**src/raft_leader_election_defines.svh**
```systemverilog
// Assertion macros for the raft leader election block
`ifndef RAFT_LEADER_ELECTION_DEFINES_SVH
`define RAFT_LEADER_ELECTION_DEFINES_SVH

`ifndef SYNTHESIS
`define RLE_ASSERT(lbl, clk, rstn, prop) \
    lbl: assert property (@(posedge clk) disable iff (!rstn) prop) \
        else $error("raft_leader_election: assertion failed");
`define RLE_ASSERT_NEXT(lbl, clk, rstn, ante, cons) \
    lbl: assert property (@(posedge clk) disable iff (!rstn) (ante) |=> (cons)) \
        else $error("raft_leader_election: assertion failed");
`else
`define RLE_ASSERT(lbl, clk, rstn, prop)
`define RLE_ASSERT_NEXT(lbl, clk, rstn, ante, cons)
`endif

`endif

```
**src/rle_pkg.sv**
```systemverilog
// Shared types and constants for the raft leader election block
package rle_pkg;

    localparam int MAX_NODES_DEF = 16;

    localparam int TERM_W  = 31;
    localparam int ID_W    = 4;
    localparam int IDX_W   = 32;
    localparam int VOTE_W  = 5;
    localparam int SIZE_W  = 5;
    localparam int CMD_W   = 2;
    localparam int ROLE_W  = 2;
    localparam int SEND_W  = 2;
    localparam int CFG_IDX_W  = 2;
    localparam int CFG_DATA_W = 5;

    localparam int QDEPTH  = 2;
    localparam int QPTR_W  = (QDEPTH > 1) ? $clog2(QDEPTH) : 1;
    localparam int QCNT_W  = $clog2(QDEPTH + 1);

    localparam logic [TERM_W-1:0] TERM_MAX = {TERM_W{1'b1}};
    localparam logic [VOTE_W-1:0] VOTE_MAX = {VOTE_W{1'b1}};

    localparam logic [CMD_W-1:0] CMD_VOTE_REQ   = 2'd0;
    localparam logic [CMD_W-1:0] CMD_VOTE_REPLY = 2'd1;
    localparam logic [CMD_W-1:0] CMD_TIMEOUT    = 2'd2;

    localparam logic [ROLE_W-1:0] ROLE_FOLLOWER  = 2'd0;
    localparam logic [ROLE_W-1:0] ROLE_CANDIDATE = 2'd1;
    localparam logic [ROLE_W-1:0] ROLE_LEADER    = 2'd2;

    localparam logic [SEND_W-1:0] SEND_NONE      = 2'd0;
    localparam logic [SEND_W-1:0] SEND_REPLY     = 2'd1;
    localparam logic [SEND_W-1:0] SEND_BROADCAST = 2'd2;

    localparam logic [CFG_IDX_W-1:0] CFG_OWN_NODE_ID  = 2'd0;
    localparam logic [CFG_IDX_W-1:0] CFG_CLUSTER_SIZE = 2'd1;

    // classified event as held in the queue
    typedef struct packed {
        logic [CMD_W-1:0]      cmd;
        logic [ID_W-1:0]       from_id;
        logic [TERM_W-1:0]     msg_term;
        logic                  cand_match;
        logic                  log_ok;
        logic                  is_ack;
        logic signed [IDX_W-1:0] local_last_log_index;
        logic [TERM_W-1:0]     local_last_log_term;
    } item_t;

endpackage

```
**src/rle_front.sv**
```systemverilog
// Input stage: accepts events and classifies vote requests
module rle_front
    import rle_pkg::*;
(
    input  logic                    s_valid,
    output logic                    s_ready,
    input  logic [CMD_W-1:0]        s_cmd,
    input  logic [ID_W-1:0]         s_from_id,
    input  logic [TERM_W-1:0]       s_msg_term,
    input  logic [ID_W-1:0]         s_cand_id,
    input  logic signed [IDX_W-1:0] s_req_last_log_index,
    input  logic [TERM_W-1:0]       s_req_last_log_term,
    input  logic                    s_is_ack,
    input  logic signed [IDX_W-1:0] s_local_last_log_index,
    input  logic [TERM_W-1:0]       s_local_last_log_term,
    input  logic                    q_full,
    output logic                    push,
    output item_t                   item
);

    logic log_ok;

    // candidate log at least as up to date as ours
    assign log_ok = (s_req_last_log_term > s_local_last_log_term) ||
                    ((s_req_last_log_term == s_local_last_log_term) &&
                     (s_req_last_log_index >= s_local_last_log_index));

    assign s_ready = !q_full;
    assign push    = s_valid && !q_full;

    always_comb begin
        item.cmd                  = s_cmd;
        item.from_id              = s_from_id;
        item.msg_term             = s_msg_term;
        item.cand_match           = (s_cand_id == s_from_id);
        item.log_ok               = log_ok;
        item.is_ack               = s_is_ack;
        item.local_last_log_index = s_local_last_log_index;
        item.local_last_log_term  = s_local_last_log_term;
    end

endmodule

```
**src/rle_queue.sv**
```systemverilog
// Short queue between the front and back stages
module rle_queue
    import rle_pkg::*;
(
    input  logic  aclk,
    input  logic  aresetn,
    input  logic  push,
    input  item_t push_item,
    output logic  full,
    input  logic  pop,
    output logic  empty,
    output item_t head
);

    item_t              entries_reg [QDEPTH];
    logic [QPTR_W-1:0]  wr_ptr_reg, wr_ptr_next;
    logic [QPTR_W-1:0]  rd_ptr_reg, rd_ptr_next;
    logic [QCNT_W-1:0]  count_reg, count_next;

    assign full  = (count_reg == QCNT_W'(QDEPTH));
    assign empty = (count_reg == '0);
    assign head  = entries_reg[rd_ptr_reg];

    always_comb begin
        wr_ptr_next = wr_ptr_reg;
        rd_ptr_next = rd_ptr_reg;
        count_next  = count_reg;
        if (push) begin
            wr_ptr_next = (wr_ptr_reg == QPTR_W'(QDEPTH - 1)) ? '0 : wr_ptr_reg + 1'b1;
        end
        if (pop) begin
            rd_ptr_next = (rd_ptr_reg == QPTR_W'(QDEPTH - 1)) ? '0 : rd_ptr_reg + 1'b1;
        end
        if (push && !pop) begin
            count_next = count_reg + 1'b1;
        end else if (pop && !push) begin
            count_next = count_reg - 1'b1;
        end
    end

    always_ff @(posedge aclk) begin
        if (!aresetn) begin
            wr_ptr_reg <= '0;
            rd_ptr_reg <= '0;
            count_reg  <= '0;
        end else begin
            wr_ptr_reg <= wr_ptr_next;
            rd_ptr_reg <= rd_ptr_next;
            count_reg  <= count_next;
        end
    end

    always_ff @(posedge aclk) begin
        if (push) begin
            entries_reg[wr_ptr_reg] <= push_item;
        end
    end

endmodule

```
**src/rle_back.sv**
```systemverilog
// Election state, configuration registers and result register
`include "raft_leader_election_defines.svh"

module rle_back
    import rle_pkg::*;
#(
    parameter int MAX_NODES = MAX_NODES_DEF
) (
    input  logic                     aclk,
    input  logic                     aresetn,
    input  logic                     cfg_valid,
    input  logic [CFG_IDX_W-1:0]     cfg_index,
    input  logic [CFG_DATA_W-1:0]    cfg_data,
    input  logic                     q_empty,
    input  item_t                    head,
    output logic                     pop,
    output logic                     m_valid,
    input  logic                     m_ready,
    output logic [SEND_W-1:0]        m_send_kind,
    output logic                     m_vote_granted,
    output logic [ID_W-1:0]          m_dest_id,
    output logic [TERM_W-1:0]        m_out_term,
    output logic signed [IDX_W-1:0]  m_out_last_log_index,
    output logic [TERM_W-1:0]        m_out_last_log_term,
    output logic [ROLE_W-1:0]        m_role,
    output logic                     m_became_follower,
    output logic                     m_became_candidate,
    output logic                     m_became_leader,
    output logic                     m_reset_election_timer
);

    logic [ID_W-1:0]       own_id_reg;
    logic [SIZE_W-1:0]     size_reg;

    logic [TERM_W-1:0]     term_reg, term_next;
    logic [ROLE_W-1:0]     role_reg, role_next;
    logic                  voted_reg, voted_next;
    logic [ID_W-1:0]       vnode_reg, vnode_next;
    logic [VOTE_W-1:0]     count_reg, count_next;
    logic [MAX_NODES-1:0]  mask_reg, mask_next;

    logic                  m_valid_reg, m_valid_next;
    logic [SEND_W-1:0]     m_send_kind_reg;
    logic                  m_vote_granted_reg;
    logic [ID_W-1:0]       m_dest_id_reg;
    logic [TERM_W-1:0]     m_out_term_reg;
    logic signed [IDX_W-1:0] m_out_last_log_index_reg;
    logic [TERM_W-1:0]     m_out_last_log_term_reg;
    logic [ROLE_W-1:0]     m_role_reg;
    logic                  m_became_follower_reg;
    logic                  m_became_candidate_reg;
    logic                  m_became_leader_reg;
    logic                  m_reset_timer_reg;

    logic                  term_gt, term_lt, from_ok, grant;
    logic [MAX_NODES-1:0]  from_bit;
    logic [VOTE_W-1:0]     half;
    logic [SEND_W-1:0]     r_send;
    logic                  r_granted, r_bf, r_bc, r_bl, r_timer;
    logic [ID_W-1:0]       r_dest;
    logic signed [IDX_W-1:0] r_idx;
    logic [TERM_W-1:0]     r_lterm;

    assign pop     = !q_empty && (!m_valid_reg || m_ready);
    assign term_gt = head.msg_term > term_reg;
    assign term_lt = head.msg_term < term_reg;
    assign from_ok = (32'(head.from_id) < 32'(MAX_NODES));
    assign from_bit = MAX_NODES'(1) << head.from_id;
    assign half    = VOTE_W'(size_reg >> 1);

    always_comb begin
        term_next  = term_reg;
        role_next  = role_reg;
        voted_next = voted_reg;
        vnode_next = vnode_reg;
        count_next = count_reg;
        mask_next  = mask_reg;
        grant      = 1'b0;
        r_send     = SEND_NONE;
        r_granted  = 1'b0;
        r_dest     = '0;
        r_idx      = '0;
        r_lterm    = '0;
        r_bf       = 1'b0;
        r_bc       = 1'b0;
        r_bl       = 1'b0;
        r_timer    = 1'b0;
        if (pop) begin
            case (head.cmd)
                CMD_VOTE_REQ: begin
                    if (term_gt) begin
                        term_next  = head.msg_term;
                        role_next  = ROLE_FOLLOWER;
                        voted_next = 1'b0;
                        vnode_next = '0;
                        count_next = '0;
                        mask_next  = '0;
                        r_bf       = 1'b1;
                        r_timer    = 1'b1;
                    end
                    grant = head.cand_match && !term_lt && head.log_ok &&
                            (!voted_next || (vnode_next == head.from_id));
                    if (grant) begin
                        r_timer    = 1'b1;
                        voted_next = 1'b1;
                        vnode_next = head.from_id;
                    end
                    r_send    = SEND_REPLY;
                    r_granted = grant;
                    r_dest    = head.from_id;
                end
                CMD_VOTE_REPLY: begin
                    if (role_reg == ROLE_CANDIDATE) begin
                        if (term_gt) begin
                            term_next  = head.msg_term;
                            role_next  = ROLE_FOLLOWER;
                            voted_next = 1'b0;
                            vnode_next = '0;
                            count_next = '0;
                            mask_next  = '0;
                            r_bf       = 1'b1;
                            r_timer    = 1'b1;
                        end else if (!term_lt) begin
                            if (head.is_ack && from_ok && ((mask_reg & from_bit) == '0)) begin
                                mask_next = mask_reg | from_bit;
                                if (count_reg != VOTE_MAX) begin
                                    count_next = count_reg + 1'b1;
                                end
                            end
                            if (count_next > half) begin
                                role_next = ROLE_LEADER;
                                r_bl      = 1'b1;
                            end
                        end
                    end
                end
                CMD_TIMEOUT: begin
                    role_next  = ROLE_CANDIDATE;
                    term_next  = (term_reg == TERM_MAX) ? term_reg : term_reg + 1'b1;
                    voted_next = 1'b1;
                    vnode_next = own_id_reg;
                    count_next = VOTE_W'(1);
                    mask_next  = '0;
                    r_bc       = 1'b1;
                    r_send     = SEND_BROADCAST;
                    r_idx      = head.local_last_log_index;
                    r_lterm    = head.local_last_log_term;
                    if (half == '0) begin
                        role_next = ROLE_LEADER;
                        r_bl      = 1'b1;
                    end else begin
                        r_timer   = 1'b1;
                    end
                end
                default: begin
                end
            endcase
        end
    end

    assign m_valid_next = pop || (m_valid_reg && !m_ready);

    always_ff @(posedge aclk) begin
        if (!aresetn) begin
            own_id_reg  <= '0;
            size_reg    <= SIZE_W'(1);
            term_reg    <= '0;
            role_reg    <= ROLE_FOLLOWER;
            voted_reg   <= 1'b0;
            vnode_reg   <= '0;
            count_reg   <= '0;
            mask_reg    <= '0;
            m_valid_reg <= 1'b0;
        end else begin
            if (cfg_valid) begin
                case (cfg_index)
                    CFG_OWN_NODE_ID:  own_id_reg <= cfg_data[ID_W-1:0];
                    CFG_CLUSTER_SIZE: size_reg   <= cfg_data[SIZE_W-1:0];
                    default: begin
                    end
                endcase
            end
            term_reg    <= term_next;
            role_reg    <= role_next;
            voted_reg   <= voted_next;
            vnode_reg   <= vnode_next;
            count_reg   <= count_next;
            mask_reg    <= mask_next;
            m_valid_reg <= m_valid_next;
        end
    end

    always_ff @(posedge aclk) begin
        if (pop) begin
            m_send_kind_reg          <= r_send;
            m_vote_granted_reg       <= r_granted;
            m_dest_id_reg            <= r_dest;
            m_out_term_reg           <= term_next;
            m_out_last_log_index_reg <= r_idx;
            m_out_last_log_term_reg  <= r_lterm;
            m_role_reg               <= role_next;
            m_became_follower_reg    <= r_bf;
            m_became_candidate_reg   <= r_bc;
            m_became_leader_reg      <= r_bl;
            m_reset_timer_reg        <= r_timer;
        end
    end

    assign m_valid                = m_valid_reg;
    assign m_send_kind            = m_send_kind_reg;
    assign m_vote_granted         = m_vote_granted_reg;
    assign m_dest_id              = m_dest_id_reg;
    assign m_out_term             = m_out_term_reg;
    assign m_out_last_log_index   = m_out_last_log_index_reg;
    assign m_out_last_log_term    = m_out_last_log_term_reg;
    assign m_role                 = m_role_reg;
    assign m_became_follower      = m_became_follower_reg;
    assign m_became_candidate     = m_became_candidate_reg;
    assign m_became_leader        = m_became_leader_reg;
    assign m_reset_election_timer = m_reset_timer_reg;

    // term only moves forward
    `RLE_ASSERT_NEXT(a_term_mono, aclk, aresetn, 1'b1, term_reg >= $past(term_reg))
    `RLE_ASSERT(a_leader_has_votes, aclk, aresetn, (role_reg == ROLE_LEADER) |-> (count_reg != '0))
    // own vote plus one per distinct granting peer
    `RLE_ASSERT(a_count_mask, aclk, aresetn, ((count_reg == '0) && (mask_reg == '0)) || (count_reg == VOTE_MAX) || (32'(count_reg) == 32'($countones(mask_reg)) + 32'd1))
    `RLE_ASSERT_NEXT(a_timeout_role, aclk, aresetn, pop && (head.cmd == CMD_TIMEOUT), role_reg != ROLE_FOLLOWER)
    `RLE_ASSERT(a_leader_flag, aclk, aresetn, (m_valid_reg && m_became_leader_reg) |-> (m_role_reg == ROLE_LEADER))

endmodule

```
**src/raft_leader_election.sv**
```systemverilog
// Top level of the raft leader election engine
//
// One node's election engine. Events arrive on the s_ channel (valid/ready):
// a vote request, a vote reply or an election timeout. Each accepted event
// gives exactly one result transfer on the m_ channel (valid/ready), in order.
// The cfg_ channel writes own_node_id (index 0) and cluster_size (index 1);
// writes are taken at once. The user must see that writes are made only
// while the block is idle; the block itself does not enforce this. An
// accepted event is written into the queue before the back takes it from
// the queue head. Throughput: one event per cycle while the receiver does
// not stall; the front classifies the event and pushes it into a two-entry
// queue, the back updates the election state and result register together.
// When the receiver stalls the result register holds, the back stops taking
// from the queue, and s_ready drops once the queue is full.
// Reset (aresetn low, synchronous) returns the node to follower in term 0
// with no vote, empties the queue and the result register, and sets
// own_node_id to 0 and cluster_size to 1.
module raft_leader_election
    import rle_pkg::*;
#(
    parameter int MAX_NODES = MAX_NODES_DEF
) (
    input  logic                     aclk,
    input  logic                     aresetn,
    input  logic                     cfg_valid,
    output logic                     cfg_ready,
    input  logic [CFG_IDX_W-1:0]     cfg_index,
    input  logic [CFG_DATA_W-1:0]    cfg_data,
    input  logic                     s_valid,
    output logic                     s_ready,
    input  logic [CMD_W-1:0]         s_cmd,
    input  logic [ID_W-1:0]          s_from_id,
    input  logic [TERM_W-1:0]        s_msg_term,
    input  logic [ID_W-1:0]          s_cand_id,
    input  logic signed [IDX_W-1:0]  s_req_last_log_index,
    input  logic [TERM_W-1:0]        s_req_last_log_term,
    input  logic                     s_is_ack,
    input  logic signed [IDX_W-1:0]  s_local_last_log_index,
    input  logic [TERM_W-1:0]        s_local_last_log_term,
    output logic                     m_valid,
    input  logic                     m_ready,
    output logic [SEND_W-1:0]        m_send_kind,
    output logic                     m_vote_granted,
    output logic [ID_W-1:0]          m_dest_id,
    output logic [TERM_W-1:0]        m_out_term,
    output logic signed [IDX_W-1:0]  m_out_last_log_index,
    output logic [TERM_W-1:0]        m_out_last_log_term,
    output logic [ROLE_W-1:0]        m_role,
    output logic                     m_became_follower,
    output logic                     m_became_candidate,
    output logic                     m_became_leader,
    output logic                     m_reset_election_timer
);

    logic  q_full, q_empty, push, pop;
    item_t push_item, head;

    assign cfg_ready = 1'b1;

    rle_front u_front (
        .s_valid                (s_valid),
        .s_ready                (s_ready),
        .s_cmd                  (s_cmd),
        .s_from_id              (s_from_id),
        .s_msg_term             (s_msg_term),
        .s_cand_id              (s_cand_id),
        .s_req_last_log_index   (s_req_last_log_index),
        .s_req_last_log_term    (s_req_last_log_term),
        .s_is_ack               (s_is_ack),
        .s_local_last_log_index (s_local_last_log_index),
        .s_local_last_log_term  (s_local_last_log_term),
        .q_full                 (q_full),
        .push                   (push),
        .item                   (push_item)
    );

    rle_queue u_queue (
        .aclk      (aclk),
        .aresetn   (aresetn),
        .push      (push),
        .push_item (push_item),
        .full      (q_full),
        .pop       (pop),
        .empty     (q_empty),
        .head      (head)
    );

    rle_back #(
        .MAX_NODES (MAX_NODES)
    ) u_back (
        .aclk                   (aclk),
        .aresetn                (aresetn),
        .cfg_valid              (cfg_valid),
        .cfg_index              (cfg_index),
        .cfg_data               (cfg_data),
        .q_empty                (q_empty),
        .head                   (head),
        .pop                    (pop),
        .m_valid                (m_valid),
        .m_ready                (m_ready),
        .m_send_kind            (m_send_kind),
        .m_vote_granted         (m_vote_granted),
        .m_dest_id              (m_dest_id),
        .m_out_term             (m_out_term),
        .m_out_last_log_index   (m_out_last_log_index),
        .m_out_last_log_term    (m_out_last_log_term),
        .m_role                 (m_role),
        .m_became_follower      (m_became_follower),
        .m_became_candidate     (m_became_candidate),
        .m_became_leader        (m_became_leader),
        .m_reset_election_timer (m_reset_election_timer)
    );

endmodule
```
**config.mk**
```make
export PLATFORM = sky130hd
export DESIGN_NAME = raft_leader_election
export DESIGN_NICKNAME = d
export VERILOG_FILES = /design/src/rle_pkg.sv /design/src/rle_front.sv /design/src/rle_queue.sv /design/src/rle_back.sv /design/src/raft_leader_election.sv
export VERILOG_INCLUDE_DIRS = /design/src /design/src/src
export SDC_FILE = /design/constraint.sdc
export NUM_CORES = 1
export LEC_CHECK = 0
export ABC_CLOCK_PERIOD_IN_PS = 8300
export BUFFER_PORTS_ARGS = -buffer_cell sky130_fd_sc_hd__buf_2
export CAP_MARGIN = 20
export CORE_ASPECT_RATIO = 1.2
export CORE_MARGIN = 2
export CORE_UTILIZATION = 58
export DETAILED_ROUTE_END_ITERATION = 8
export PLACE_DENSITY_LB_ADDON = 0.2
export SLEW_MARGIN = 20
export SYNTH_ARGS = -nofsm -noshare
export SYNTH_HDL_FRONTEND = slang
export SYNTH_HIERARCHICAL = 1
export SYNTH_SLANG_ARGS = --single-unit
```
**constraint.sdc**
```tcl
create_clock -name aclk -period 8.3 [get_ports aclk]
set_input_delay 1.66 -clock aclk [delete_from_list [all_inputs] [get_ports aclk]]
set_output_delay 1.66 -clock aclk [all_outputs]
set_load 0.02 [all_outputs]
```
# Word level (Yosys, flattened, before mapping)
# Memories as Yosys holds them, arrays and structs flattened. A register that Yosys moved wholly into a read port is not among the register bits.
# Cells that the tools add are included.
dict set report classes {
  addsub 6
  order_cmp 5
  n_eq_ne 14
  n_shift 1
  muxes 65
  n_bitwise 2
  reduce_logical 34
}
# operator n
set op_table {}
lappend op_table {{31-bit two-way mux} 4}
lappend op_table {{31-bit case mux with 3 select lines} 1}
lappend op_table {{16-bit two-way mux} 5}
lappend op_table {{31-bit greater-than comparator} 2}
lappend op_table {{5-bit two-way mux} 11}
lappend op_table {{16-bit case mux with 3 select lines} 1}
lappend op_table {{32-bit >= comparator} 1}
lappend op_table {{31-bit by 1-bit adder with 31-bit output, second input constant} 1}
lappend op_table {{31-bit equality test} 1}
lappend op_table {{31-bit equality test, second input constant} 1}
lappend op_table {{31-bit less-than comparator} 1}
lappend op_table {{1-bit two-way mux} 21}
lappend op_table {{4-bit two-way mux} 5}
lappend op_table {{2-bit two-way mux} 9}
lappend op_table {{16-bit bitwise AND} 1}
lappend op_table {{16-bit zero test} 1}
lappend op_table {{16-bit OR} 1}
lappend op_table {{1-bit by 4-bit << shifter with 16-bit output, first input constant} 1}
lappend op_table {{5-bit case mux with 3 select lines} 1}
lappend op_table {{4-bit case mux with 3 select lines} 1}
lappend op_table {{1-bit logical AND} 10}
lappend op_table {{4-bit equality test} 2}
lappend op_table {{1-bit zero test} 8}
lappend op_table {{2-bit by 1-bit equality test with 1-bit output, second input constant} 3}
lappend op_table {{other kinds (23)} 34}
dict set report word_totals {
  regBits 180
  ram_bits 206
  input_bits 180
  out_inout_bits 110
  elab_cells 151
  memories 1
}
# name depth word_bits read_ports rd_ports_with_merged_regs wr line
set mem_list {}
lappend mem_list {u_queue.entries_reg 2 103 1 1 1 rle_queue.sv:15} ;# item_t entries_reg [QDEPTH];

# Depth between registers and ports, before layout
dict set report logic_depth {
  depth_word 17
  depth_mapped 19
}

# Cells and area by module
# The synthesis kept the hierarchy.
# mod n_inst cells_each area_per_inst_um2 seq_area_each_um2
set modules_own_cells {}
lappend modules_own_cells {rle_back 1 936 9300.2 4544.4}
lappend modules_own_cells {rle_queue 1 342 7663.6 6286.0}
lappend modules_own_cells {rle_front 1 331 2463.6 0.0}
lappend modules_own_cells {raft_leader_election 1 2 11.3 0.0}

# Worst setup path before layout
# Ideal clock, no wire load.
dict set report synth_path {
  path_kind {input to register}
  from {input m_ready}
  to {register u_queue.count_reg[1]}
  arrival_ns 7.390
  setup_slack_ns 0.840
  path_stages 6
  path_buffers 0
  path_cell_list {nor2b_1 nor2_1 inv_1 ha_1 or3_1 a21boi_1}
}
dict set report synth_via {
  elab_chain_len 5
  elab_cells_between_ends 7
  classes_between {mux (1); reduce/logical (6)}
}
# element line
set synth_rtl {}
lappend synth_rtl {{from (decl)} raft_leader_election.sv:41} ;# input logic m_ready,
lappend synth_rtl {{1-bit logical OR *} rle_back.sv:64} ;# assign pop = !q_empty && (!m_valid_reg || m_ready);
lappend synth_rtl {{1-bit logical AND *} rle_back.sv:64}
lappend synth_rtl {{via pop} raft_leader_election.sv:55} ;# logic q_full, q_empty, push, pop;
lappend synth_rtl {{1-bit zero test} rle_queue.sv:34} ;# if (push && !pop) begin
lappend synth_rtl {{1-bit logical AND} rle_queue.sv:34}
lappend synth_rtl {{2-bit two-way mux or 2-bit nonzero test (tied branches)} n/a}
lappend synth_rtl {{to (signal assigned)} rle_queue.sv:49} ;# count_reg <= count_next;
lappend synth_rtl {{to (decl)} rle_queue.sv:18} ;# logic [QCNT_W-1:0] count_reg, count_next;
# Mark *: on every way through the listed nets, which the timed path passes. The rest lies on a longest branch.
# A chain may end at the register's enable or synchronous reset.

==> metrics.yaml <==
run_status: "finished, final reports clean"
rr_worst_depth: 10
htree_num_levels: 2
die-width_um: 171
syn_area_per_cell_um2: 12.1
ys_seq_area_share_pct: 55.7
worst_skew_pair.late_latency_ps: 540
synth.top_cells.by_area: "edfxtp_1, dfxtp_1, ha_1"
crit_fanout: 55
area.growth.synth_to_final_pct: 11.7
p_per_area_mw_per_mm2: 310
placedCellCount: 2195
detail_route.wl_per_cell_um: 20.3
grt_max_degree: 82
tritoncts_num_sinks: 385
peakVddDrop_uv: 204
hold-path-cell-count: 2
top_level_ports: 290
timing.max_slew.rel_slack_pct: 26.6
postSynthNetCount: 1896
cp_slowest_stage_delay_ps: 900
unrepaired_setup_endpoints_after_global_routing: "false"
holdCritPathClass: "reg2reg"
finish.utilization_pct: 65.7
total_number_of_nets_in_the_final_design: 2071
core_mm2: 0.0331
worst_ep_required_time_ps: 8750
grt_first_pass_wirelength_um: 71100
yosysUniqueCellTypes: 85
critPathBufInv: 1
yosysTopAreaCell: "edfxtp_1"
yosys_warnings: 6
end_kind: "flip-flop"
post_synth_inst_count: 1611
cap_violations: 0
p_leak_nw: 8.46
hold_start: "u_back/mask_reg[9]"
grt_overflow_total: 0
final-max-slew-violation-count: 0
clock.fmax_mhz: 187
mappedNetlistArea_mm2: 0.0194
worst_clock_skew_ps: 9.04
post-route-drc-count: 0
setup_viol_count_final: 0
place_ws_ps: 3010
arrival_worst_endpoint_ps: 5800
crit_chain: "buf_4 > mux2_2 > ha_1 > a21oi_1 > o21ai_0 > a32oi_1 > nand4_1 > o21ai_2 > nand2_1 > a21oi_1"
min_to: "u_back/mask_reg[9]"
clock_buffers_created_by_tritoncts: 39
postCtsSetupRepairBufs: 0
cts-root-to-sink-buffers: 3
finalCritPeriodShare_pct: 64.5
floorplan_die_area_mm2: 0.0350
cts_tree: "built"
synth_edf_count: 312
chipHeight_um: 205
multi_input_area_mm2: 0.00707
setup_total_negative_slack_ps: 0
initial_core_util_pct: 58.8
dr.pass1.iters: 7
synth_top_area_share_pct: 48.2
place.gp.congestion: 0.877
placement_rows: 73
worst_path_most_repeated_cell: "a21oi_1"
crit_path_start_kind: "flip-flop"
layoutNonFillerInstCount: 2270
worst_slew_pin_slew_ps: 1100
drtAntennaViolNets: 0
drive_above_1_share_pct: 27.4
cts.hold.buffers_added: 0
flip_flop_count_of_the_largest_register_all_copies_and_words_added: 206
first_iteration_detailed_routing_drc_count: 1053
timing_hold_violations_final: 0
timing.setup.critical_path_class: "reg2reg"
number_of_global_route_vias_before_repair: 13500
timing.rr.end: "u_back/mask_reg[6]"
final_cell_area_mm2: 0.0217
area.sequential_mm2: 0.0108
route.vias.total: 13400
antenna_found_initial: 7
fillers: 2576
min_period_ps: 5350
port-buffer-count: 288
synth_seq_cells: 385
place.detailed.hpwl_um: 31700
routed_wl_um: 46100
timing.critical_path.slowest_stage_cell: "o21ai_2"
synth_flop_cell: "edfxtp_1"
post-route-worst-setup-slack_ps: 2950
critical-path-top-delay-family: "compound AO/OA/AOI/OAI gates"
cts.repair.resized: 0
cts.root.buffer_cell: "clkbuf_16"
gr-usage-all-layers_pct: 26.3
avgViaCountPerCell: 5.91
ys_async_sr_fraction_pct: 0
clock_slew_at_reported_path_ffs_ps: 60
detailed_place.area_mm2: 0.0205
r2r_slack_ps: 2950
==> cells in the final DEF (no fill, tap or decap), types with 45 or more instances in the layout <==
master    count
dfxtp_1      72
edfxtp_1    312
mux2_2      107
ha_1        104
nor2_1       62
buf_2       288
inv_1       117
and2_1       83
a21oi_1      80
nand2_1      63
o21ai_0      45
==> worst max path at each step <==
| stage | startpoint | end | cells past startpoint |
|---|---|---|---|
| floorplan | m_ready | u_queue/count_reg[1] | 6 |
| global placement | flip-flop | u_back/m_out_term[5] | 10 |
| detailed placement | flip-flop | u_back/mask_reg[6] | 10 |
| CTS | flip-flop | u_back/mask_reg[6] | 10 |
| global route | flip-flop | u_back/mask_reg[6] | 10 |
| finish | flip-flop | u_back/mask_reg[6] | 10 |
==> cell type report <==
type	instances	area share, %
inverters	118	2.04
multi-input cells	939	32.6
repair buffers	303	7.17
flip-flops and latches	385	49.9
diodes	4	0.0461
clock buffers	49	4.96
clock inverters	22	0.743
well taps	450	2.59
==> per-layer routing <==
layer | part of all wire, % | global-route usage, %
met5 | 0.10 | 0
met4 | 4.6 | 13.2
met3 | 8.2 | 6.45
met2 | 49 | 44.3
met1 | 38 | 31.4
==> worst min-delay path: cells and delay by family, from the launching register on <==
family | cells | cell delay, ps
AO/OA/AOI/OAI | 1 | 60
buffers and inverters | 1 | 60
flip-flops | 1 | 300
==> stage by stage <==
step / power, mW / hold slack (ps)
5_1_grt: 7.06 / 492
3_5_place_dp: 5.04 / 456
6_report: 6.72 / 463
4_1_cts: 6.76 / 469
2_1_floorplan: 4.39 / 429
3_3_place_gp: 5.00 / 444
==> logic make-up after synthesis <==
group,Yosys count,synth area share [%]
other,1,0.0193
buffers and inverters,287,8.03
multiplexers,123,7.02
adder cells (fa/ha/maj),105,6.76
AO/OA/AOI/OAI,285,10.0
XOR/XNOR,13,0.586
flip-flops,385,55.7
AND/OR/NAND/NOR,412,11.8
==> synth_stat cells (all sizes together) (29+ instances only) <==
cell / number
and2: 84
o21ai: 48
a31oi: 29
edfxtp: 312
ha: 105
nand3: 41
inv: 117
buf: 130
nand4: 33
clkbuf: 39
mux2: 107
a21oi: 81
dfxtp: 73
nor2: 64
nand2: 63
==> report_power, final <==
part | internal, mW | total [mW] | switching (mW)
registers | 2.65 | 2.86 | 0.204
logic | 0.728 | 2.17 | 1.44
clock network | 0.981 | 1.70 | 0.721
total | 4.36 | 6.72 | 2.36
(Power assumes the default switching activity.)
